==> src/design/lph_pkg.sv <==
// Shared constants for the linear-probe hash table.
// No dependencies; used by the interfaces and the top level.
`default_nettype none
package lph_pkg;

  // Fixed field widths of the transactions
  localparam int KEY_W  = 16;
  localparam int MODE_W = 2;
  localparam int IDX_W  = 4;
  localparam int STAT_W = 2;

  // Request opcodes
  localparam logic [MODE_W-1:0] MODE_CLEAR  = 2'd0;
  localparam logic [MODE_W-1:0] MODE_INSERT = 2'd1;
  localparam logic [MODE_W-1:0] MODE_SEARCH = 2'd2;

  // Response status codes
  localparam logic [STAT_W-1:0] STAT_OK        = 2'd0;
  localparam logic [STAT_W-1:0] STAT_NOT_FOUND = 2'd1;
  localparam logic [STAT_W-1:0] STAT_FULL      = 2'd2;

endpackage
`default_nettype wire

==> src/design/lph_req_if.sv <==
// Request channel: valid/ready handshake carrying mode and key.
// Depends on lph_pkg for field widths.
`default_nettype none
interface lph_req_if;
  logic                       valid;
  logic                       ready;
  logic [lph_pkg::MODE_W-1:0] mode;
  logic [lph_pkg::KEY_W-1:0]  key;

  modport source (output valid, output mode, output key, input ready);
  modport sink   (input valid, input mode, input key, output ready);
endinterface
`default_nettype wire

==> src/design/lph_rsp_if.sv <==
// Response channel: valid/ready handshake carrying slot_index and status.
// Depends on lph_pkg for field widths.
`default_nettype none
interface lph_rsp_if;
  logic                       valid;
  logic                       ready;
  logic [lph_pkg::IDX_W-1:0]  slot_index;
  logic [lph_pkg::STAT_W-1:0] status;

  modport source (output valid, output slot_index, output status, input ready);
  modport sink   (input valid, input slot_index, input status, output ready);
endinterface
`default_nettype wire

==> src/design/linear_probe_hash_table.sv <==
// Linear-probe hash table: open addressing over TABLE_SIZE slots held in one
// synchronous RAM (valid bit + key per slot). Depends on lph_pkg, lph_req_if,
// lph_rsp_if, lph_ram and lph_mod.
//
// One request is processed at a time; one response per request. After reset
// a clearing sweep writes every slot empty, during which no request is taken.
// Clear requests run the same sweep. Insert and search first compute the home
// slot with a reciprocal-multiply remainder unit, then probe one slot per cycle
// through the RAM read port. Opcode 3 is answered directly, without a probe.
// The response sits in an output register, so a new request is taken while it
// waits to drain.
`default_nettype none
module linear_probe_hash_table #(
  parameter int TABLE_SIZE = 16,
  parameter int KEY_BITS   = 16
) (
  input  wire logic clk,
  input  wire logic rst,
  lph_req_if.sink   req,
  lph_rsp_if.source rsp
);
  // Effective key width: the port is 16 bits, KEY_BITS may mask it further
  localparam int KW = (KEY_BITS < lph_pkg::KEY_W) ? KEY_BITS : lph_pkg::KEY_W;
  localparam int IW = $clog2(TABLE_SIZE);
  localparam int XW = (IW > lph_pkg::IDX_W) ? IW : lph_pkg::IDX_W;
  localparam int RW = KW + 1;  // {valid, key}

  typedef enum logic [4:0] {
    S_SWEEP = 5'b00001,
    S_IDLE  = 5'b00010,
    S_HASH  = 5'b00100,
    S_PROBE = 5'b01000,
    S_DONE  = 5'b10000
  } state_t;

  state_t state;

  // Captured request
  logic [lph_pkg::MODE_W-1:0] mode_q;
  logic [KW-1:0]              key_q;
  logic                       pending;   // a transaction is in flight

  // Probe bookkeeping
  logic [IW-1:0] ptr;       // slot being read (or swept)
  logic [IW-1:0] chk_ptr;   // slot whose data is on rdata
  logic          chk;       // rdata is valid this cycle
  logic [IW-1:0] cnt;       // slots already checked
  logic [IW-1:0] ptr_inc;

  // Result staging
  logic [IW-1:0]              res_idx;
  logic [lph_pkg::STAT_W-1:0] res_st;
  logic [XW-1:0]              res_ext;

  // RAM port
  logic          ram_we;
  logic [IW-1:0] ram_waddr;
  logic [RW-1:0] ram_wdata;
  logic [RW-1:0] ram_rdata;
  logic          slot_v;
  logic [KW-1:0] slot_k;

  // Remainder unit
  logic          mod_start;
  logic          mod_done;
  logic [IW-1:0] mod_home;

  logic out_valid;
  logic out_load;

  assign ptr_inc = (ptr == IW'(TABLE_SIZE - 1)) ? '0 : ptr + IW'(1);
  assign slot_v  = ram_rdata[KW];
  assign slot_k  = ram_rdata[KW-1:0];
  assign res_ext = XW'(res_idx);

  assign req.ready = (state == S_IDLE);
  assign rsp.valid = out_valid;
  assign out_load  = (state == S_DONE) && (!out_valid || rsp.ready);

  assign mod_start = req.valid && req.ready &&
                     (req.mode == lph_pkg::MODE_INSERT || req.mode == lph_pkg::MODE_SEARCH);

  lph_mod #(
    .TABLE_SIZE (TABLE_SIZE),
    .KW         (KW)
  ) u_mod (
    .clk   (clk),
    .rst   (rst),
    .start (mod_start),
    .key   (req.key[KW-1:0]),
    .done  (mod_done),
    .home  (mod_home)
  );

  lph_ram #(
    .WIDTH (RW),
    .DEPTH (TABLE_SIZE)
  ) u_ram (
    .clk   (clk),
    .we    (ram_we),
    .waddr (ram_waddr),
    .wdata (ram_wdata),
    .raddr (ptr),
    .rdata (ram_rdata)
  );

  // RAM writes: empty words during a sweep, the new key on an insert hit
  always_comb begin
    ram_we    = 1'b0;
    ram_waddr = ptr;
    ram_wdata = '0;
    if (state == S_SWEEP) begin
      ram_we = 1'b1;
    end else if (state == S_PROBE && chk && !slot_v && mode_q == lph_pkg::MODE_INSERT) begin
      ram_we    = 1'b1;
      ram_waddr = chk_ptr;
      ram_wdata = {1'b1, key_q};
    end
  end

  // Control state
  always_ff @(posedge clk) begin
    if (rst) begin
      state     <= S_SWEEP;
      pending   <= 1'b0;
      out_valid <= 1'b0;
      chk       <= 1'b0;
    end else begin
      if (out_load) begin
        out_valid <= 1'b1;
      end else if (rsp.ready) begin
        out_valid <= 1'b0;
      end

      case (state)
        S_SWEEP: begin
          if (ptr == IW'(TABLE_SIZE - 1)) begin
            state <= pending ? S_DONE : S_IDLE;
          end
        end
        S_IDLE: begin
          if (req.valid) begin
            pending <= 1'b1;
            case (req.mode)
              lph_pkg::MODE_CLEAR:  state <= S_SWEEP;
              lph_pkg::MODE_INSERT,
              lph_pkg::MODE_SEARCH: state <= S_HASH;
              default:              state <= S_DONE;
            endcase
          end
        end
        S_HASH: begin
          chk <= 1'b0;
          if (mod_done) begin
            state <= S_PROBE;
          end
        end
        S_PROBE: begin
          chk <= 1'b1;
          if (chk) begin
            if (!slot_v || (mode_q == lph_pkg::MODE_SEARCH && slot_k == key_q) ||
                cnt == IW'(TABLE_SIZE - 1)) begin
              state <= S_DONE;
            end
          end
        end
        S_DONE: begin
          if (out_load) begin
            pending <= 1'b0;
            state   <= S_IDLE;
          end
        end
        default: state <= S_IDLE;
      endcase
    end
  end

  // Datapath registers; the sweep pointer starts at slot 0 after reset
  always_ff @(posedge clk) begin
    if (rst) begin
      ptr <= '0;
    end else begin
      case (state)
        S_SWEEP: begin
          ptr     <= ptr_inc;
          res_idx <= '0;
          res_st  <= lph_pkg::STAT_OK;
        end
        S_IDLE: begin
          ptr     <= '0;
          mode_q  <= req.mode;
          key_q   <= req.key[KW-1:0];
          res_idx <= '0;
          res_st  <= lph_pkg::STAT_OK;
        end
        S_HASH: begin
          ptr <= mod_home;
          cnt <= '0;
        end
        S_PROBE: begin
          ptr     <= ptr_inc;
          chk_ptr <= ptr;
          if (chk) begin
            cnt <= cnt + IW'(1);
            if (!slot_v) begin
              // empty slot: insert lands here, search ends here
              if (mode_q == lph_pkg::MODE_INSERT) begin
                res_idx <= chk_ptr;
                res_st  <= lph_pkg::STAT_OK;
              end else begin
                res_idx <= '0;
                res_st  <= lph_pkg::STAT_NOT_FOUND;
              end
            end else if (mode_q == lph_pkg::MODE_SEARCH && slot_k == key_q) begin
              res_idx <= chk_ptr;
              res_st  <= lph_pkg::STAT_OK;
            end else begin
              // full round with no hit
              res_idx <= '0;
              res_st  <= (mode_q == lph_pkg::MODE_INSERT) ? lph_pkg::STAT_FULL
                                                         : lph_pkg::STAT_NOT_FOUND;
            end
          end
        end
        default: ;
      endcase
    end
  end

  // Output register
  always_ff @(posedge clk) begin
    if (out_load) begin
      rsp.slot_index <= res_ext[lph_pkg::IDX_W-1:0];
      rsp.status     <= res_st;
    end
  end

  // ---------------------------------------------------------------------------
  // Assertions
  // ---------------------------------------------------------------------------

  // An accepted request always moves the sequencer out of idle
  a_accept_leaves_idle: assert property (@(posedge clk) disable iff (rst)
    (req.valid && req.ready) |=> (state != S_IDLE))
    else $error("request accepted but sequencer stayed idle");

  // Keys are only written into the table by an insert probe
  a_key_write_insert: assert property (@(posedge clk) disable iff (rst)
    (ram_we && ram_wdata[KW]) |-> (state == S_PROBE && mode_q == lph_pkg::MODE_INSERT))
    else $error("occupied slot written outside an insert");

  // Failure responses carry slot index zero
  a_fail_zero_index: assert property (@(posedge clk) disable iff (rst)
    (rsp.valid && rsp.status != lph_pkg::STAT_OK) |-> (rsp.slot_index == '0))
    else $error("failure response with nonzero slot index");

  // No response is produced while no transaction is in flight
  a_load_pending: assert property (@(posedge clk) disable iff (rst)
    out_load |-> pending)
    else $error("response loaded with no transaction in flight");

endmodule
`default_nettype wire

==> src/design/lph_ram.sv <==
// Generic simple dual-port RAM: one write port, one read port, registered read.
// No dependencies.
`default_nettype none
module lph_ram #(
  parameter int WIDTH = 8,
  parameter int DEPTH = 16
) (
  input  wire logic                     clk,
  input  wire logic                     we,
  input  wire logic [$clog2(DEPTH)-1:0] waddr,
  input  wire logic [WIDTH-1:0]         wdata,
  input  wire logic [$clog2(DEPTH)-1:0] raddr,
  output      logic [WIDTH-1:0]         rdata
);
  logic [WIDTH-1:0] mem [DEPTH];

  always_ff @(posedge clk) begin
    if (we) begin
      mem[waddr] <= wdata;
    end
    rdata <= mem[raddr];
  end
endmodule
`default_nettype wire

==> src/design/lph_mod.sv <==
// Home slot unit: key mod TABLE_SIZE by reciprocal multiplication.
// Registered steps from start to done: multiply and shift, then multiply back and subtract.
// No package dependencies.
`default_nettype none
module lph_mod #(
  parameter int TABLE_SIZE = 16,
  parameter int KW         = 16
) (
  input  wire logic                          clk,
  input  wire logic                          rst,
  input  wire logic                          start,
  input  wire logic [KW-1:0]                 key,
  output      logic                          done,
  output      logic [$clog2(TABLE_SIZE)-1:0] home
);
  localparam int IW = $clog2(TABLE_SIZE);
  // quotient = (key * RECIP) >> SH, exact for every KW-bit key
  localparam int     SH    = KW + IW;
  localparam int     PW    = SH + KW + 2;
  localparam int     BW    = KW + IW;
  localparam longint RECIP = ((longint'(1) << SH) + longint'(TABLE_SIZE) - longint'(1)) /
                             longint'(TABLE_SIZE);

  logic [PW-1:0] prod;
  logic [KW-1:0] quot;
  logic [KW-1:0] key_r;
  logic [BW-1:0] back;
  logic [BW-1:0] rem_w;
  logic          busy;

  assign prod  = PW'(key) * PW'(RECIP);
  assign back  = BW'(quot) * BW'(TABLE_SIZE);
  assign rem_w = BW'(key_r) - back;

  always_ff @(posedge clk) begin
    if (rst) begin
      busy <= 1'b0;
      done <= 1'b0;
    end else begin
      busy <= start;
      done <= busy;
    end
  end

  always_ff @(posedge clk) begin
    if (start) begin
      key_r <= key;
      quot  <= prod[SH +: KW];
    end
    if (busy) begin
      home <= rem_w[IW-1:0];
    end
  end
endmodule
`default_nettype wire
==> src/flat_wrapper.sv <==
// flat-port wrapper written by rule: the top's interface ports become plain ports
module linear_probe_hash_table_flat 
#(
  parameter int TABLE_SIZE = 16,
  parameter int KEY_BITS   = 16
)
  (clk, rst, req_valid, req_mode, req_key, req_ready, rsp_valid, rsp_slot_index, rsp_status, rsp_ready);
  lph_req_if req_i ();
  lph_rsp_if rsp_i ();
  input  wire logic clk;
  input  wire logic rst;
  input wire logic [$bits(req_i.valid)-1:0] req_valid;
  input wire logic [$bits(req_i.mode)-1:0] req_mode;
  input wire logic [$bits(req_i.key)-1:0] req_key;
  output wire logic [$bits(req_i.ready)-1:0] req_ready;
  output wire logic [$bits(rsp_i.valid)-1:0] rsp_valid;
  output wire logic [$bits(rsp_i.slot_index)-1:0] rsp_slot_index;
  output wire logic [$bits(rsp_i.status)-1:0] rsp_status;
  input wire logic [$bits(rsp_i.ready)-1:0] rsp_ready;
  assign req_i.valid = req_valid;
  assign req_i.mode = req_mode;
  assign req_i.key = req_key;
  assign req_ready = req_i.ready;
  assign rsp_valid = rsp_i.valid;
  assign rsp_slot_index = rsp_i.slot_index;
  assign rsp_status = rsp_i.status;
  assign rsp_i.ready = rsp_ready;
  linear_probe_hash_table #(.TABLE_SIZE(TABLE_SIZE), .KEY_BITS(KEY_BITS)) u_core (.clk(clk), .rst(rst), .req(req_i), .rsp(rsp_i));
endmodule
==> config.mk <==
export PLATFORM = sky130hd
export DESIGN_NAME = linear_probe_hash_table_flat
export DESIGN_NICKNAME = d
export VERILOG_FILES = /design/src/design/lph_pkg.sv /design/src/design/lph_req_if.sv /design/src/design/lph_rsp_if.sv /design/src/design/linear_probe_hash_table.sv /design/src/design/lph_ram.sv /design/src/design/lph_mod.sv /design/src/flat_wrapper.sv
export SDC_FILE = /design/constraint.sdc
export NUM_CORES = 1
export LEC_CHECK = 0
export ABC_AREA = 1
export BUFFER_PORTS_ARGS = -buffer_cell sky130_fd_sc_hd__buf_2
export CAP_MARGIN = 20
export CORE_ASPECT_RATIO = 0.75
export CORE_MARGIN = 8
export CORE_UTILIZATION = 56
export CTS_CLUSTER_DIAMETER = 60
export DETAILED_ROUTE_END_ITERATION = 8
export GPL_TIMING_DRIVEN = 0
export PLACE_DENSITY_LB_ADDON = 0.2
export SYNTH_ARGS = -nofsm -noshare
export SYNTH_HDL_FRONTEND = slang
export SYNTH_SLANG_ARGS = --single-unit
==> constraint.sdc <==
create_clock -name clk -period 2.2 [get_ports clk]
set_input_delay 0.11 -clock clk [delete_from_list [all_inputs] [get_ports clk]]
set_output_delay 0.11 -clock clk [all_outputs]
set_load 0.1 [all_outputs]
==> run summary, run 1 <==
STA classifies the critical path endpoint as a flip-flop. The shortest clock period the worst path allows after layout is 2.270 ns. The share of synthesized area in the top cell type comes to 69.99%. The CTS tree is built.

Setup violations remaining at the end of the flow were counted as 141. After synthesis, the cell types taking the most area are edfxtp_1, nand2_1, dfxtp_1, nor2_1, o21ai_0. The worst setup path is of the reg2reg kind. The final critical path takes up 103.2% of the cycle. Global routing used 25.20% of the available tracks across all layers.

The number of routed nets with antenna violations came out at 0. The later pin in the worst-skew pair is clocked with a latency of 0.53 ns. The final count of hold timing violations is 0. The number of pins exceeding their max-slew limit in the final report was 0.

Leaving out fill and tap cells, the most frequent cells in the layout are edfxtp_1, nand2_1, nor2_1. Power spread over the standard cell area amounts to 1069 nW/um2. The area growth from synthesis to layout is 21.61%.

Buffers inserted during clock tree synthesis total 34. The layout net count came out at 1253. The sequential share of the synthesized area is 74.54%.

The worst setup path is launched from a flip-flop. Summed over all layers, the global routing overflow is 0. The top-level I/O count came out at 30. The layout has 1603 filler cells. The checks that failed: setup timing. The initial antenna violation count is 1.

The placeable core area came out at 23970 um2. The worst path arrival time is 2.50 ns. The most common cell after layout, fill and taps aside is edfxtp_1. The non-filler instance count after layout came out at 1583. The number of levels the H-tree was split into came out at 2. The routability congestion estimate came out at 0.8609. The number of DRC markers after the initial detailed-route iteration is 1209. The flow ran to the end, but the final reports show violations. The share of flip-flops with an asynchronous set or reset after synthesis is 0%. The max-slew headroom at the worst pin is 44.43%. The via count of the first global-routing pass came out at 9166. The first global-routing pass estimated 55.50 mm of wire.

The data required time of the critical path is 2.43 ns. The clock-pin slew of the registers on the worst-case setup and hold paths is 0.06 ns. The starting density of the core came out at 56.91%. The final worst-path setup slack came out at -0.07013 ns.

The number of placement rows came out at 49. The proportion of power drawn by the clock network came out at 31.8%. The leakage power is 0.005766 uW. The post-placement cell area came out at 14610 um2. Dividing the detail-routed wire length by the instance count gives 24.21 um. Setup repair after global routing could not meet its margin everywhere. The final design area excluding fillers is 16590 um2.

The largest net degree at the start of global routing came out at 17. The number of synthesized register bits is 349. For this run, the top clock speed supported by timing is 440.5 MHz. After routing, the total negative slack on setup checks comes to -4.401 ns. The diode insertion count for antenna repair came out at 0. The number of library cell types mapped by synthesis is 36. The overall via count from detail_route came out at 9648. The post-synth net total came out at 1113. The deepest clock path buffer count is 3.

The number of enable flip-flop cells after synthesis came out at 318. The maximum ir drop on the vdd rail came out at 0.0006964 V. The number of buffers inserted by port buffering came out at 29.

The proportion of total power due to net switching is 31.13%. A synthesized cell averages 12.55 um2. The tool flagged a number of max-cap violations equal to 0. The iteration count of the initial detailed-routing pass came out at 5. The number of vias per cell after detailed routing is 6.095. The cell count after placement came out at 1467. The number of warnings reported in the yosys synthesis log is 0. The maximum fanout count along the critical path is 13. The die is 151.2 um tall. The fraction of layout instances using a drive strength above 1 is 19.09%.

The most used flip-flop cell after synthesis is edfxtp_1. Counting every sink on the clock net gives 349. The type of the worst min-delay path is in2reg. Of all cell types, the one taking the most synthesized area is edfxtp_1. The floorplan step set the die width to 196.2 um.

The die covers 29670 um2. Once layout is complete, the utilization of the core stands at 69.21%. The routed design has 38.33 mm of wire. The transition time at the pin with the least slew margin came out at 0.8327 ns. The analysis attributes to net switching a power of 5522 uW. The clock tree root buffer cell is clkbuf_16.

The half-perimeter wire length after detailed placement is 23.81 mm. The internal power summed over all cells came out at 12210 uW. The mapped cell area came out at 13640 um2.

The portion of total power attributed to combinational logic is 22.4%. The instance count of the mapped netlist came out at 1087. The DRC violation count after routing came out at 0. The share of total power dissipated in sequential elements is 45.9%. The clock tree skew after final layout came out at 0.01838 ns.
-- through the flow --
step | power, uW | worst slack, ns | hold WS (ns)
final | 17730 | -0.07013 | 0.3058
after detailed placement | 11750 | -0.7303 | 0.2886
after floorplan | 10420 | -0.1672 | 0.1794
after CTS | 17450 | -0.09378 | 0.2960
after global placement | 11520 | -1.619 | 0.2882
after global routing | 18360 | -0.1308 | 0.3087
-- registers in the layout, indices dropped and copies added (netlist names) --
signal,flops
u_core.res_ext,4
u_core.chk_ptr,4
u_core.u_mod.busy,1
u_core.pending,1
u_core.rsp.slot_index,4
u_core.state,5
u_core.u_mod.done,1
u_core.u_mod.home,4
u_core.chk,1
u_core.u_mod.key_r,4
u_core.u_ram.mem,272
u_core.mode_q,2
u_core.key_q,16
u_core.cnt,4
u_core.ptr,4
u_core.u_ram.rdata,17
u_core.res_st,2
u_core.rsp.valid,1
u_core.rsp.status,2
-- worst max-delay path, cell delays in order (launching register included) --
cell       delay (ns)
edfxtp_1         0.41
nor2_2           0.11
inv_2            0.07
nor3_4           0.14
nand2_4          0.13
buf_4            0.17
o21ai_4          0.30
nand3_4          0.20
nor2_4           0.22
clkbuf_16        0.22
-- final cells by class --
type                            instances  area (um2)  area share [%]
Sequential cell                       349       10170           61.31
Clock buffer                           48       964.7           5.814
Multi-Input combinational cell        614        3303           19.91
Buffer                                 54       252.7           1.523
Inverter                               70       269.0           1.621
Tap cell                              331       414.1           2.496
Clock inverter                         13       98.84          0.5958
Timing Repair Buffer                  104        1116           6.727
-- cell families (layout without fill, tap and decap cells) --
group / after synthesis / count (layout) / synth area share [%]
AO/OA/AOI/OAI: 211 / 211 / 9.088
buffers and inverters: 124 / 289 / 3.595
flip-flops: 349 / 349 / 74.54
AND/OR/NAND/NOR: 395 / 395 / 12.15
adder cells (fa/ha/maj): 4 / 4 / 0.3669
XOR/XNOR: 4 / 4 / 0.2568
-- layer usage --
layer / track usage [%] / vias to the layer above / wire (um)
li1: - / 4185 / -
met1: 35.74 / 4713 / 15650
met2: 37.95 / 643 / 16460
met3: 5.884 / 105 / 4841
met4: 9.112 / 2 / 1365
met5: 0 / - / 12
-- cells in the mapped netlist (3+ instances only) --
| library cell | count |
|---|---|
| a21oi_1 | 47 |
| a221oi_1 | 20 |
| a31oi_1 | 5 |
| and3_1 | 4 |
| buf_1 | 3 |
| buf_2 | 12 |
| clkbuf_1 | 38 |
| dfxtp_1 | 31 |
| edfxtp_1 | 318 |
| ha_1 | 4 |
| inv_1 | 66 |
| inv_2 | 3 |
| nand2_1 | 180 |
| nand2_2 | 3 |
| nand3_1 | 48 |
| nand4_1 | 12 |
| nor2_1 | 138 |
| nor3_2 | 4 |
| o21ai_0 | 97 |
| o21ai_1 | 3 |
| o221a_2 | 4 |
| o221ai_1 | 10 |
| o22ai_1 | 20 |
| xor2_1 | 3 |
-- power by group through the flow --
stage	combinational, uW	clock [uW]	sequential [uW]
4_1_cts	3720	5640	8100
6_report	3970	5640	8130
2_1_floorplan	2170	0	8250
3_5_place_dp	3510	0	8240
3_3_place_gp	3280	0	8240
5_1_grt	4280	5910	8170
-- what timing repair did --
item | 4_1_cts | 5_1_grt
resized for setup | 58 | 57
buffers inserted | 16 | 14
pin swaps | 11 | 18
hold buffers | 21 | 0
setup endpoints to repair | 543 | 471
hold endpoints to repair | 27 | 0
gates cloned | 0 | 1
-- worst paths after layout --
path                     from                     end  slack, ns  depth (start not counted)
max          u_core.mode_q[1]  u_core.u_ram.mem[0][3]      -0.07                          9
min reg2reg  u_core.res_st[0]    u_core.rsp.status[0]       0.42                          0
max reg2reg  u_core.mode_q[1]  u_core.u_ram.mem[0][3]      -0.07                          9
min               req_key[14]        u_core.key_q[14]       0.31                          2
Power figures use the tool's default switching activity.
==> inputs of run 2 (changes only) <==
--- a/config.mk
+++ b/config.mk
@@ -5,7 +5,6 @@
 export SDC_FILE = /design/constraint.sdc
 export NUM_CORES = 1
 export LEC_CHECK = 0
-export ABC_AREA = 1
 export BUFFER_PORTS_ARGS = -buffer_cell sky130_fd_sc_hd__buf_2
 export CAP_MARGIN = 20
 export CORE_ASPECT_RATIO = 0.75
==> run summary, run 2 <==
The routability congestion estimate is 0.8840. Detailed placement ended at an HPWL of 20.53 mm. The highest attainable clock frequency is 444.0 MHz.

The data required time of the critical path came out at 2.42 ns. The final count of hold timing violations was 0. The buffer and inverter count on the worst path is 3. The minimum setup slack among reg-to-reg paths is -0.05 ns. The largest net degree at the start of global routing came out at 26. The cell count after placement is 1113. The share of the clock period used by the worst path is 102.4%. The signed area change from the synthesized netlist to the final layout is 22.06%.

The shortest clock period the worst path allows after layout came out at 2.252 ns. The startpoint identified for the worst register-to-register timing path is u_core.state[1]. The leakage power is 0.005080 uW. The slowest stage of the critical path is the dfxtp_4 cell. The worst setup path is captured at a flip-flop.

In this run the power density over the cells is 1004 nW/um2. The worst path arrival time came out at 2.47 ns. The starting density of the core is 56.73%.

The proportion of total power due to net switching came out at 25.70%. The number of levels the H-tree was split into came out at 2. The sequential share of the synthesized area came out at 75.16%. The final worst-path setup slack came out at -0.05237 ns.

The largest registers in the layout are u_core.u_ram.mem (272), u_core.u_ram.rdata (17), u_core.key_q (16). The number of clock sinks is 349. Per report_power, the sequential group accounts for 48.6% of the total.

When the netlist entered floorplanning its net count stood at 796. The number of routed nets with antenna violations is 0. In the post-synthesis netlist, the biggest area contributors are edfxtp_1, mux4_2, dfxtp_1, mux2i_1, a221oi_1. The top-level I/O count came out at 30. The number of enable flip-flop cells after synthesis is 318. A synthesized cell averages 17.57 um2. The net switching power figure came out at 4262 uW.

Cell internal power was estimated by the tool at 12320 uW. The setup-violating endpoint count in the final report came out at 108. The checks that failed: setup timing. The later pin in the worst-skew pair is clocked with a latency of 0.52 ns. The mapped cell area is 13530 um2. The critical path goes through nor2_4 > and3_4 > and4b_2 > buf_8 > a32oi_4 > nor2_4 > buf_12 > buf_16. Leaving out fill and tap cells, the most frequent cell in the layout is edfxtp_1. The non-filler instance count after layout came out at 1221. STA classifies the critical path startpoint as a flip-flop. The most critical setup path has its endpoint at u_core.u_ram.mem[6][6].

The number of buffers created by CTS came out at 34. The die covers 29440 um2. The area share of the largest cell type after synthesis came out at 70.58%. The post-detailed-route wirelength per cell is 27.56 um. The overall via count from detail_route is 7722. The number of max-cap violations is 0.

Dividing the detail-routed via count by the number of cells gives 6.324. The instance count of the mapped netlist is 770. Clock tree synthesis selected as its root buffer the cell clkbuf_16. The run finished, with violations left. After synthesis, the most frequently instantiated cells are edfxtp_1, mux2i_1, nor2_1, mux4_2. In the synthesized netlist the dominant register cell turns out to be edfxtp_1.

For this run, asynchronously set or reset flops after synthesis account for 0%. The path length in cells of the critical path came out at 8. The register with the most flip-flops in the final layout is u_core.u_ram.mem. The transition time at the pin with the least slew margin came out at 0.9547 ns. The number of cells on the worst reg-to-reg path is 8.

The leftover overflow at the end of global routing is 0. The number of synthesized register bits came out at 349. The path type of the worst setup path is reg2reg. Of all nets on the critical path, the largest fanout is 8.

The most instantiated library cell after synthesis is edfxtp_1. The fraction of layout instances using a drive strength above 1 came out at 27.90%. The post-placement cell area is 14330 um2. In this design, the critical path's most frequently occurring cell is nor2_4. In the layout the commonest cells are edfxtp_1, mux2i_1, clkbuf_16. The number of buffers inserted by port buffering is 28. Setup repair after global routing could not meet its margin everywhere. Yosys printed 0 warnings. The layout net count is 915.

The type of the worst min-delay path is in2reg. The flip-flop count of the largest register, all copies and words added came out at 272. After detailed routing, the number of remaining DRC violations is 0.

Final hold analysis gives a worst-case slack of 0.3032 ns. The number of pins exceeding their max-slew limit in the final report came out at 0. Across the VDD grid, the largest voltage drop is 0.0007638 V. The floorplan step set the die width to 195.5 um.

The total wire length after detailed routing is 33.65 mm. The number of DRC markers after the initial detailed-route iteration came out at 767. In this run the critical register-to-register path is captured at u_core.u_ram.mem[6][6].

The via count of the first global-routing pass came out at 7746. The critical path startpoint is u_core.state[1]. The chip height is 150.6 um. TritonCTS built the clock tree. In this run the deepest clock path goes through 3 buffers. The total power of the final layout is 16590 uW. Summed over all instances, the cell type with the most area after synthesis is edfxtp_1.

The first global-routing pass estimated 49.50 mm of wire. The initial antenna violation count is 0. The final design area excluding fillers is 16520 um2. The max-slew headroom at the worst pin came out at 36.35%.

Among cell families on the critical path, the largest total delay comes from simple AND/OR/NAND/NOR gates. The clock tree skew after final layout is 0.02180 ns. The placeable core area came out at 23850 um2. Of the total power, combinational logic draws 17.9%. The iteration count of the initial detailed-routing pass is 5. The largest single stage delay on the critical path is 0.36 ns. Global routing consumed, over all layers together, 22.93% of the routing resources.

In this run, the clock network consumes 33.5% of the power. The number of library cell types mapped by synthesis came out at 46. The number of placement rows came out at 49. The clock-pin slew of the registers on the worst-case setup and hold paths is 0.06 ns.
run 2: cell count changes after synthesis, moves of 34 or more:
cell     delta
inv_1      -58
nor2_1     -96
nand2_1   -149
o21ai_0    -66
nand3_1    -42
mux4_2     +34
mux2i_1    +56
run 2: stage by stage:
stage / setup WS, ns / utilization [%] / setup TNS, ns
after global routing: -0.1036 / 69.24 / -8.646
after global placement: -1.156 / 59.09 / -301.58
after floorplan: -0.1001 / - / -25.03
after CTS: -0.07081 / 68.61 / -3.551
after detailed placement: -1.019 / 60.09 / -272.90
final: -0.05237 / 69.25 / -2.795
run 2: worst min-delay path by stage:
| stage | startpoint | to | slack, ns | cells after the start |
|---|---|---|---|---|
| finish | req_key[8] | u_core.key_q[8] | 0.30 | 2 |
| global placement | req_key[6] | u_core.key_q[6] | 0.29 | 1 |
| detailed placement | req_key[13] | u_core.key_q[13] | 0.29 | 1 |
| floorplan | req_key[0] | u_core.key_q[0] | 0.21 | 0 |
| CTS | req_key[10] | u_core.key_q[10] | 0.29 | 2 |
| global route | req_key[10] | u_core.key_q[10] | 0.29 | 2 |
run 2: kinds of logic (layout without fill, tap and decap cells):
logic type / after synthesis / count (layout) / share of synthesized area (%)
AOI/OAI and AO/OA: 111 / 111 / 5.613
xor gates and xnor gates: 18 / 18 / 1.165
adders and majority gates: 4 / 4 / 0.3699
buffers and inverters: 44 / 188 / 1.452
DFF: 349 / 349 / 75.16
muxes: 102 / 102 / 10.80
other: 0 / 1 / 0
and+or+nand+nor: 142 / 142 / 5.437
run 2: power by group through the flow:
stage	Sequential (uW)	Clock [uW]	Combinational [uW]
2_1_floorplan	8090	0	1630
3_3_place_gp	8140	0	2300
4_1_cts	8040	5600	2900
3_5_place_dp	8180	0	2530
6_report	8050	5560	2970
5_1_grt	8090	5860	3140
run 2: per-layer routing:
| metal | global-route usage, % | vias up | share of wire, % |
|---|---|---|---|
| met1 | 31.57 | 3919 | 41 |
| met3 | 4.758 | 68 | 10 |
| li1 | - | 3293 | - |
| met5 | 0 | - | 0 |
| met4 | 6.919 | 0 | 2.5 |
| met2 | 36.80 | 442 | 46 |
run 2: final cells by class:
cell class / count / area (um2)
diodes: 1 / 2.502
plain buffers: 34 / 214.0
clock buffers: 47 / 960.9
clock inverters: 14 / 96.34
fillers: 1456 / 7333
inverters: 8 / 30.03
multi-input cells: 377 / 3588
flip-flops and latches: 349 / 10180
well taps: 306 / 382.9
repair buffers: 85 / 1056
run 2: worst register-to-register path, delay by kind of cell, from the launching register on:
kind	cells	cell delay [ns]
simple gates	4	0.97
buf+inv	3	0.44
flops	1	0.36
compound gates	1	0.20
run 2: what timing repair did:
item                       CTS  global route
hold buffers                21             0
gates cloned                 2             0
setup endpoints to repair  534           513
gates resized for setup     86            37
hold endpoints to repair    27             0
setup buffers               22             3
pin swaps                   16             8
